$ cat src/rtl/core/afrd_pkg.sv
// Package for the acknowledgement frame range decoder.
// Holds the request and result struct types and the result kind codes.
// Depends on nothing; used by ack_frame_range_decoder.
package afrd_pkg;

    // Field widths of the request and the result.
    localparam int BYTE_W  = 8;
    localparam int KIND_W  = 2;
    localparam int INDEX_W = 62;
    localparam int VALUE_W = 64;

    // Result kinds.
    localparam logic [KIND_W-1:0] KIND_HEADER = 2'd0;
    localparam logic [KIND_W-1:0] KIND_RANGE  = 2'd1;
    localparam logic [KIND_W-1:0] KIND_ECN    = 2'd2;
    localparam logic [KIND_W-1:0] KIND_TRUNC  = 2'd3;

    // Fixed offset between one range's start and the next range's end.
    localparam logic [VALUE_W-1:0] GAP_BIAS = 64'd2;

    // Index of the last ECN counter (ce).
    localparam logic [1:0] ECN_LAST = 2'd2;

    // One input request: a frame body byte and its framing flags.
    typedef struct packed {
        logic [BYTE_W-1:0] byte_value;
        logic              frame_start;
        logic              ecn_frame;
        logic              buffer_end;
    } t_in_item;

    // One decoded result.
    typedef struct packed {
        logic [KIND_W-1:0]  kind;
        logic [INDEX_W-1:0] index;
        logic [VALUE_W-1:0] value_low;
        logic [VALUE_W-1:0] value_high;
        logic               last_of_frame;
    } t_out_item;

endpackage

$ cat src/rtl/core/ack_frame_range_decoder.sv
// Acknowledgement frame range decoder: byte-serial variable-length integer
// decoder that emits header, range, ECN counter and truncation results.
// Depends on afrd_pkg.
// A byte's request is registered in the input register, then decoded into the
// result register. Throughput: one byte per cycle unless the result register is
// held full; the decode stage keeps all frame state.
// Reset (i_rst_n low, synchronous): both stages empty, decoder waits for a
// byte flagged frame_start; bytes without it are dropped silently.
module ack_frame_range_decoder (
    input  logic              i_clk,
    input  logic              i_rst_n,
    input  logic              i_in_valid,
    output logic              o_in_ready,
    input  afrd_pkg::t_in_item i_in_item,
    output logic              o_out_valid,
    input  logic              i_out_ready,
    output afrd_pkg::t_out_item o_out_item
);

    // Decoder phases.
    localparam logic [2:0] PH_WAIT  = 3'd0;
    localparam logic [2:0] PH_LARGE = 3'd1;
    localparam logic [2:0] PH_DELAY = 3'd2;
    localparam logic [2:0] PH_COUNT = 3'd3;
    localparam logic [2:0] PH_FIRST = 3'd4;
    localparam logic [2:0] PH_GAP   = 3'd5;
    localparam logic [2:0] PH_LEN   = 3'd6;
    localparam logic [2:0] PH_ECN   = 3'd7;

    localparam int IW = afrd_pkg::INDEX_W;
    localparam int VW = afrd_pkg::VALUE_W;

    // Pipeline registers.
    logic                r_in_valid;
    afrd_pkg::t_in_item  r_in_item;
    logic                r_out_valid;
    afrd_pkg::t_out_item r_out_item;

    // Decoder state.
    logic [2:0]    r_phase,        n_phase;
    logic [VW-1:0] r_acc,          n_acc;
    logic [2:0]    r_left,         n_left;
    logic [VW-1:0] r_largest,      n_largest;
    logic [IW-1:0] r_ranges_left,  n_ranges_left;
    logic [VW-1:0] r_prev_start,   n_prev_start;
    logic [VW-1:0] r_range_end,    n_range_end;
    logic [IW-1:0] r_range_number, n_range_number;
    logic [1:0]    r_ecn_number,   n_ecn_number;
    logic          r_has_ecn,      n_has_ecn;

    logic                out_free;
    logic                decode_fire;
    logic                n_res_valid;
    afrd_pkg::t_out_item n_res;

    // Handshake: the result register frees when empty or being taken.
    assign out_free    = !r_out_valid || i_out_ready;
    assign decode_fire = r_in_valid && out_free;
    assign o_in_ready  = !r_in_valid || decode_fire;
    assign o_out_valid = r_out_valid;
    assign o_out_item  = r_out_item;

    // Decode of one byte against the frame state.
    always_comb begin
        logic [afrd_pkg::BYTE_W-1:0] b;
        logic                        start;
        logic [2:0]                  eff_phase;
        logic [2:0]                  eff_left;
        logic [VW-1:0]               v;
        logic                        done;

        b     = r_in_item.byte_value;
        start = r_in_item.frame_start;

        // A frame start clears the frame state before this byte is used.
        eff_phase      = start ? PH_LARGE : r_phase;
        eff_left       = start ? 3'd0 : r_left;
        n_has_ecn      = start ? r_in_item.ecn_frame : r_has_ecn;
        n_range_number = start ? '0 : r_range_number;
        n_ecn_number   = start ? 2'd0 : r_ecn_number;
        n_ranges_left  = start ? '0 : r_ranges_left;
        n_prev_start   = start ? '0 : r_prev_start;
        n_range_end    = r_range_end;
        n_largest      = r_largest;
        n_phase        = eff_phase;
        n_acc          = r_acc;
        n_left         = eff_left;
        n_res_valid    = 1'b0;
        n_res          = '0;

        // Variable-length integer assembly, most significant byte first.
        if (eff_left == 3'd0) begin
            n_left = 3'((4'b0001 << b[7:6]) - 4'b0001);
            n_acc  = {58'd0, b[5:0]};
        end else begin
            n_left = eff_left - 3'd1;
            n_acc  = {r_acc[VW-9:0], b};
        end
        v    = n_acc;
        done = (n_left == 3'd0);

        if (eff_phase == PH_WAIT) begin
            // No frame open: the byte is dropped with no state change.
            n_acc  = r_acc;
            n_left = r_left;
        end else begin
            if (done) begin
                case (eff_phase)
                    PH_LARGE: begin
                        n_largest = v;
                        n_phase   = PH_DELAY;
                    end
                    PH_DELAY: begin
                        n_res_valid      = 1'b1;
                        n_res.kind       = afrd_pkg::KIND_HEADER;
                        n_res.value_low  = v;
                        n_res.value_high = r_largest;
                        n_phase          = PH_COUNT;
                    end
                    PH_COUNT: begin
                        n_ranges_left = v[IW-1:0];
                        n_phase       = PH_FIRST;
                    end
                    PH_FIRST: begin
                        n_res_valid      = 1'b1;
                        n_res.kind       = afrd_pkg::KIND_RANGE;
                        n_res.value_high = r_largest;
                        n_res.value_low  = r_largest - v;
                        n_prev_start     = r_largest - v;
                        n_range_number   = IW'(1);
                        if (n_ranges_left == '0) begin
                            n_phase             = n_has_ecn ? PH_ECN : PH_WAIT;
                            n_res.last_of_frame = !n_has_ecn;
                        end else begin
                            n_phase = PH_GAP;
                        end
                    end
                    PH_GAP: begin
                        // Work out the next range's end as soon as the gap is known.
                        n_range_end = r_prev_start - v - afrd_pkg::GAP_BIAS;
                        n_phase     = PH_LEN;
                    end
                    PH_LEN: begin
                        n_res_valid      = 1'b1;
                        n_res.kind       = afrd_pkg::KIND_RANGE;
                        n_res.index      = r_range_number;
                        n_res.value_high = r_range_end;
                        n_res.value_low  = r_range_end - v;
                        n_prev_start     = r_range_end - v;
                        n_range_number   = r_range_number + IW'(1);
                        n_ranges_left    = r_ranges_left - IW'(1);
                        if (r_ranges_left == IW'(1)) begin
                            n_phase             = r_has_ecn ? PH_ECN : PH_WAIT;
                            n_res.last_of_frame = !r_has_ecn;
                        end else begin
                            n_phase = PH_GAP;
                        end
                    end
                    PH_ECN: begin
                        n_res_valid     = 1'b1;
                        n_res.kind      = afrd_pkg::KIND_ECN;
                        n_res.index     = {{(IW-2){1'b0}}, r_ecn_number};
                        n_res.value_low = v;
                        if (r_ecn_number >= afrd_pkg::ECN_LAST) begin
                            n_res.last_of_frame = 1'b1;
                            n_phase             = PH_WAIT;
                        end else begin
                            n_ecn_number = r_ecn_number + 2'd1;
                        end
                    end
                    default: begin
                    end
                endcase
            end

            // Buffer ran out before the frame closed: report truncation.
            if (r_in_item.buffer_end && (n_phase != PH_WAIT)) begin
                n_phase             = PH_WAIT;
                n_left              = 3'd0;
                n_res_valid         = 1'b1;
                n_res               = '0;
                n_res.kind          = afrd_pkg::KIND_TRUNC;
                n_res.last_of_frame = 1'b1;
            end
        end
    end

    // Input register.
    always_ff @(posedge i_clk) begin
        if (!i_rst_n) begin
            r_in_valid <= 1'b0;
        end else if (o_in_ready) begin
            r_in_valid <= i_in_valid;
        end
        if (o_in_ready && i_in_valid) begin
            r_in_item <= i_in_item;
        end
    end

    // Result register.
    always_ff @(posedge i_clk) begin
        if (!i_rst_n) begin
            r_out_valid <= 1'b0;
        end else if (out_free) begin
            r_out_valid <= decode_fire && n_res_valid;
        end
        if (decode_fire && n_res_valid) begin
            r_out_item <= n_res;
        end
    end

    // Frame state update, once per decoded byte.
    always_ff @(posedge i_clk) begin
        if (!i_rst_n) begin
            r_phase        <= PH_WAIT;
            r_acc          <= '0;
            r_left         <= 3'd0;
            r_largest      <= '0;
            r_ranges_left  <= '0;
            r_prev_start   <= '0;
            r_range_end    <= '0;
            r_range_number <= '0;
            r_ecn_number   <= 2'd0;
            r_has_ecn      <= 1'b0;
        end else if (decode_fire) begin
            r_phase        <= n_phase;
            r_acc          <= n_acc;
            r_left         <= n_left;
            r_largest      <= n_largest;
            r_ranges_left  <= n_ranges_left;
            r_prev_start   <= n_prev_start;
            r_range_end    <= n_range_end;
            r_range_number <= n_range_number;
            r_ecn_number   <= n_ecn_number;
            r_has_ecn      <= n_has_ecn;
        end
    end

endmodule
$ cat config.mk
export PLATFORM = sky130hd
export DESIGN_NAME = ack_frame_range_decoder
export DESIGN_NICKNAME = d
export VERILOG_FILES = /design/src/rtl/core/afrd_pkg.sv /design/src/rtl/core/ack_frame_range_decoder.sv
export SDC_FILE = /design/constraint.sdc
export NUM_CORES = 2
export LEC_CHECK = 0
export BUFFER_PORTS_ARGS = -buffer_cell sky130_fd_sc_hd__buf_4
export CORE_MARGIN = 1.5
export CORE_UTILIZATION = 40
export CTS_CLUSTER_SIZE = 14
export DETAILED_ROUTE_END_ITERATION = 10
export GPL_ROUTABILITY_DRIVEN = 0
export PLACE_DENSITY = 0.63
export SLEW_MARGIN = 20
export SYNTH_ARGS = -nofsm -noshare
export SYNTH_HDL_FRONTEND = slang
export SYNTH_SLANG_ARGS = --single-unit
$ cat constraint.sdc
create_clock -name i_clk -period 17.36 [get_ports i_clk]
set_input_delay 0.868 -clock i_clk [delete_from_list [all_inputs] [get_ports i_clk]]
set_output_delay 0.868 -clock i_clk [all_outputs]
set_load 0.01 [all_outputs]
==> flow_metrics.tcl <==
set metrics [dict create \
    status "complete, no violations" \
    syn_inst 4775 \
    drt-initial-drc-count 3378 \
    ys_seq_elements 587 \
    max-vdd-ir-drop_mv 0.0582 \
    whs_ns 0.396 \
    grt_overflow_total 0 \
    cts_root_buf "clkbuf_16" \
    drtPass1Iterations 8 \
    cp.buffers_inverters 2 \
    finClkSkew_ns 0.0199 \
    nets 5132 \
    wl_met2_um 59100 \
    fin_crit_sh_pct 35.5 \
    grt_max_degree 160 \
    grt_pass1_vias 33800 \
    hp-start "i_in_item[2]" \
    worst_pin_slew_ns 1.05 \
    track_usage_pct 25.6 \
    crit_family "compound AO/OA/AOI/OAI gates" \
    ios 210 \
    avgViaCountPerCell 5.84 \
    cp.required_ns 17.72 \
    clkTransAtPathRegs_ns 0.06 \
    synth.avg_cell_area_um2 7.96 \
    power_density_nw_per_um2 73.4 \
    drive_gt1_share_pct 8.40 \
    critPathMaxStageDelay_ns 0.70 \
    cp-end-kind "register" \
    ctsHoldBuffers 0 \
    leakage_nw 18.5 \
    max_slew_margin_pct 29.4 \
    holdCritPathClass "in2reg" \
    die_y_um 311 \
    topRoutingLayerUsed "met4" \
    cap_violations 0 \
    seq_area_frac_synth_pct 36.3 \
    path_cells "buf_4 > nor2_4 > buf_4 > nand2_1 > ha_1 > a2111oi_0 > o21ai_0 > a21bo_2 > a21oi_1 > a21boi_0 > o21a_1 > o21ai_0 > a221oi_1 > xnor2_1 > a2111oi_0 > a21oi_1" \
    setup_viol 0 \
    cts_setup_buffers 0 \
    syn-num-nets 5075 \
    drt-met1-wl_um 55600 \
    cp-start-kind "register" \
    vias 35900 \
    synthArstFlopShare_pct 0 \
    synthesis.area_um2 38000 \
    critical-path-slowest-cell "a21boi_0" \
    htree_levels 3 \
    synth-warning-count 0 \
    arrival_ns 6.52 \
    critPathMaxFanout 48 \
    dominantRegCellSynth "dfxtp_1" \
    cts_buffers 71 \
    tns_ns 0 \
    startpoint "r_in_item[2]" \
    antenna_found_initial 1 \
    core_area_um2 93700 \
    hpwlAfterDp_um 91300 \
    wire_per_inst_um 21.0 \
    io_buffer_count 209 \
    maxSlewViolCount 0 \
    dr_wl_met3_um 9250 \
    cts.repair.resized 0 \
    worstSetupPathType "reg2reg" \
    die_w_um 311 \
    synth-edff-count 204 \
    fp-row-count 112 \
    fmax_mhz 162 \
    regToRegStartpoint "r_in_item[2]" \
    synth_cell_types 76 \
    cts.sinks 587 \
    drc_errors 0 \
    period_needed_ns 6.17 \
    grt_pass1_wl_um 197000 \
    grt_setup_unrepaired "no" \
    cts_tree "built" \
    cts_buffer_depth 3 \
    syn_to_final_growth_pct 13.1 \
    ant_nets 0 \
    wirelength_um 129000 \
    die_area_um2 96900 \
    insertion_delay_ns 0.66 \
    initial_core_util_pct 40.6 \
    report.final.hold_viol_count 0 \
]
[sequential cells by signal, summed over array words and instances, names as in the netlist, 2 cells and up]
name	cells
o_out_item	193
r_acc	56
r_ecn_number	2
r_in_item	11
r_largest	64
r_left	3
r_phase	3
r_prev_start	64
r_range_end	64
r_range_number	62
r_ranges_left	62
[synth_stat cells (11+ instances only)]
master      n  area [um^2]
nor2b_1    39          244
o221ai_1   22          193
xnor2_1   129         1130
and4_1     14          123
o22ai_1    47          294
o31ai_1    24          180
a221oi_1   11         96.3
inv_1     308         1160
o211ai_1   23          173
a21oi_1   554         2770
dfxtp_1   383         7670
a21boi_0   13         97.6
a31oi_1    47          294
nand2_1   508         1910
o21a_1     27          203
a311oi_1   18          158
nor3_1     89          445
o21ai_0   210         1050
o21bai_1   32          240
or4_1      13         97.6
xor2_1     98          858
buf_1      21         78.8
nand3_1    93          465
or3_1      22          138
a21o_1    114          856
nand2b_1   22          138
a211oi_1   36          270
nand4_1    51          319
ha_1      282         3530
a22oi_1   154         1160
and3_1     88          551
clkbuf_1  240          901
nor4_1     31          194
or2_2      12         75.1
nor2_1    634         2380
edfxtp_1  204         6130
and2_1     24          150
[logic make-up (layout without fill, tap and decap cells)]
logic type / after synthesis / count (layout) / share of synthesized area (%)
fa+ha+maj: 285 / 285 / 9.44
mux: 6 / 6 / 0.158
buf+inv: 577 / 692 / 5.82
other cells: 0 / 2 / 0
flops: 587 / 587 / 36.3
compound gates: 1429 / 1429 / 23.5
simple gates: 1664 / 1664 / 19.6
xor+xnor: 227 / 227 / 5.23
[metal layers]
metal  vias to the layer above  track usage [%]
li1                      17200                -
met1                     17100             33.8
met2                      1400             41.7
met3                       272             4.09
met4                         0             10.6
met5                         -                0
[stage by stage]
step / cell area, um^2 / instances / setup slack (ns) / total power [mW] / util, %
3_3_place_gp: 40600 / 6013 / 11.47 / 1.63 / 43.3
4_1_cts: 43000 / 6144 / 11.47 / 3.18 / 45.8
2_1_floorplan: 38000 / 4775 / 4.02 / 1.57 / -
3_5_place_dp: 40600 / 6013 / 11.53 / 1.63 / 43.3
6_report: 43000 / 6146 / 11.19 / 3.16 / 45.9
5_1_grt: 43000 / 6144 / 11.00 / 3.25 / 45.8
[worst paths after layout]
path                       to  depth (start not counted)  slack (ns)
min reg2reg  r_prev_start[60]                          2        0.45
min              r_in_item[2]                          1        0.40
max           o_out_item[127]                         16       11.19
max reg2reg   o_out_item[127]                         16       11.19
[power by group]
group / switching (mW) / total [mW] / internal, mW
clock: 0.648 / 1.55 / 0.903
combinational: 0.120 / 0.175 / 0.0558
sequential: 0.00572 / 1.43 / 1.42
[layout by cell type, fill, tap and decap left out, drive strengths merged, types with 11 or more instances in the layout]
master	count
edfxtp	204
dfxtp	383
o22ai	47
xor2	98
or4	13
nand2	509
or2	12
ha	282
o211ai	23
clkinv	23
xnor2	129
nor4	31
o21ai	213
and2	24
a22oi	154
or3	22
a221oi	11
a211oi	36
nand4	51
a21boi	13
o21bai	32
nor3	89
o21a	27
clkbuf	92
a21oi	554
a21o	114
and4	14
nand3	93
a311oi	18
nor2	634
and3	88
o221ai	22
a31oi	47
nand2b	22
o31ai	24
buf	253
inv	314
nor2b	39
[worst reg2reg max path, delay by kind of cell (launching register included)]
kind,cells,cell delay [ns]
adders and majority gates,1,0.47
and+or+nand+nor,2,0.77
AOI/OAI and AO/OA,10,3.34
xor gates and xnor gates,1,0.12
DFF,1,0.35
buffers and inverters,2,0.82
[layout make-up]
class / count / area (um^2)
fill: 9356 / 50800
antenna: 2 / 5.00
multi-input combinational: 3611 / 22200
clock buffer: 92 / 1980
clock inverter: 39 / 410
tap: 1254 / 1570
sequential: 587 / 13800
inverter: 308 / 1160
timing repair buffer: 253 / 1910
Power figures use the tool's default switching activity.
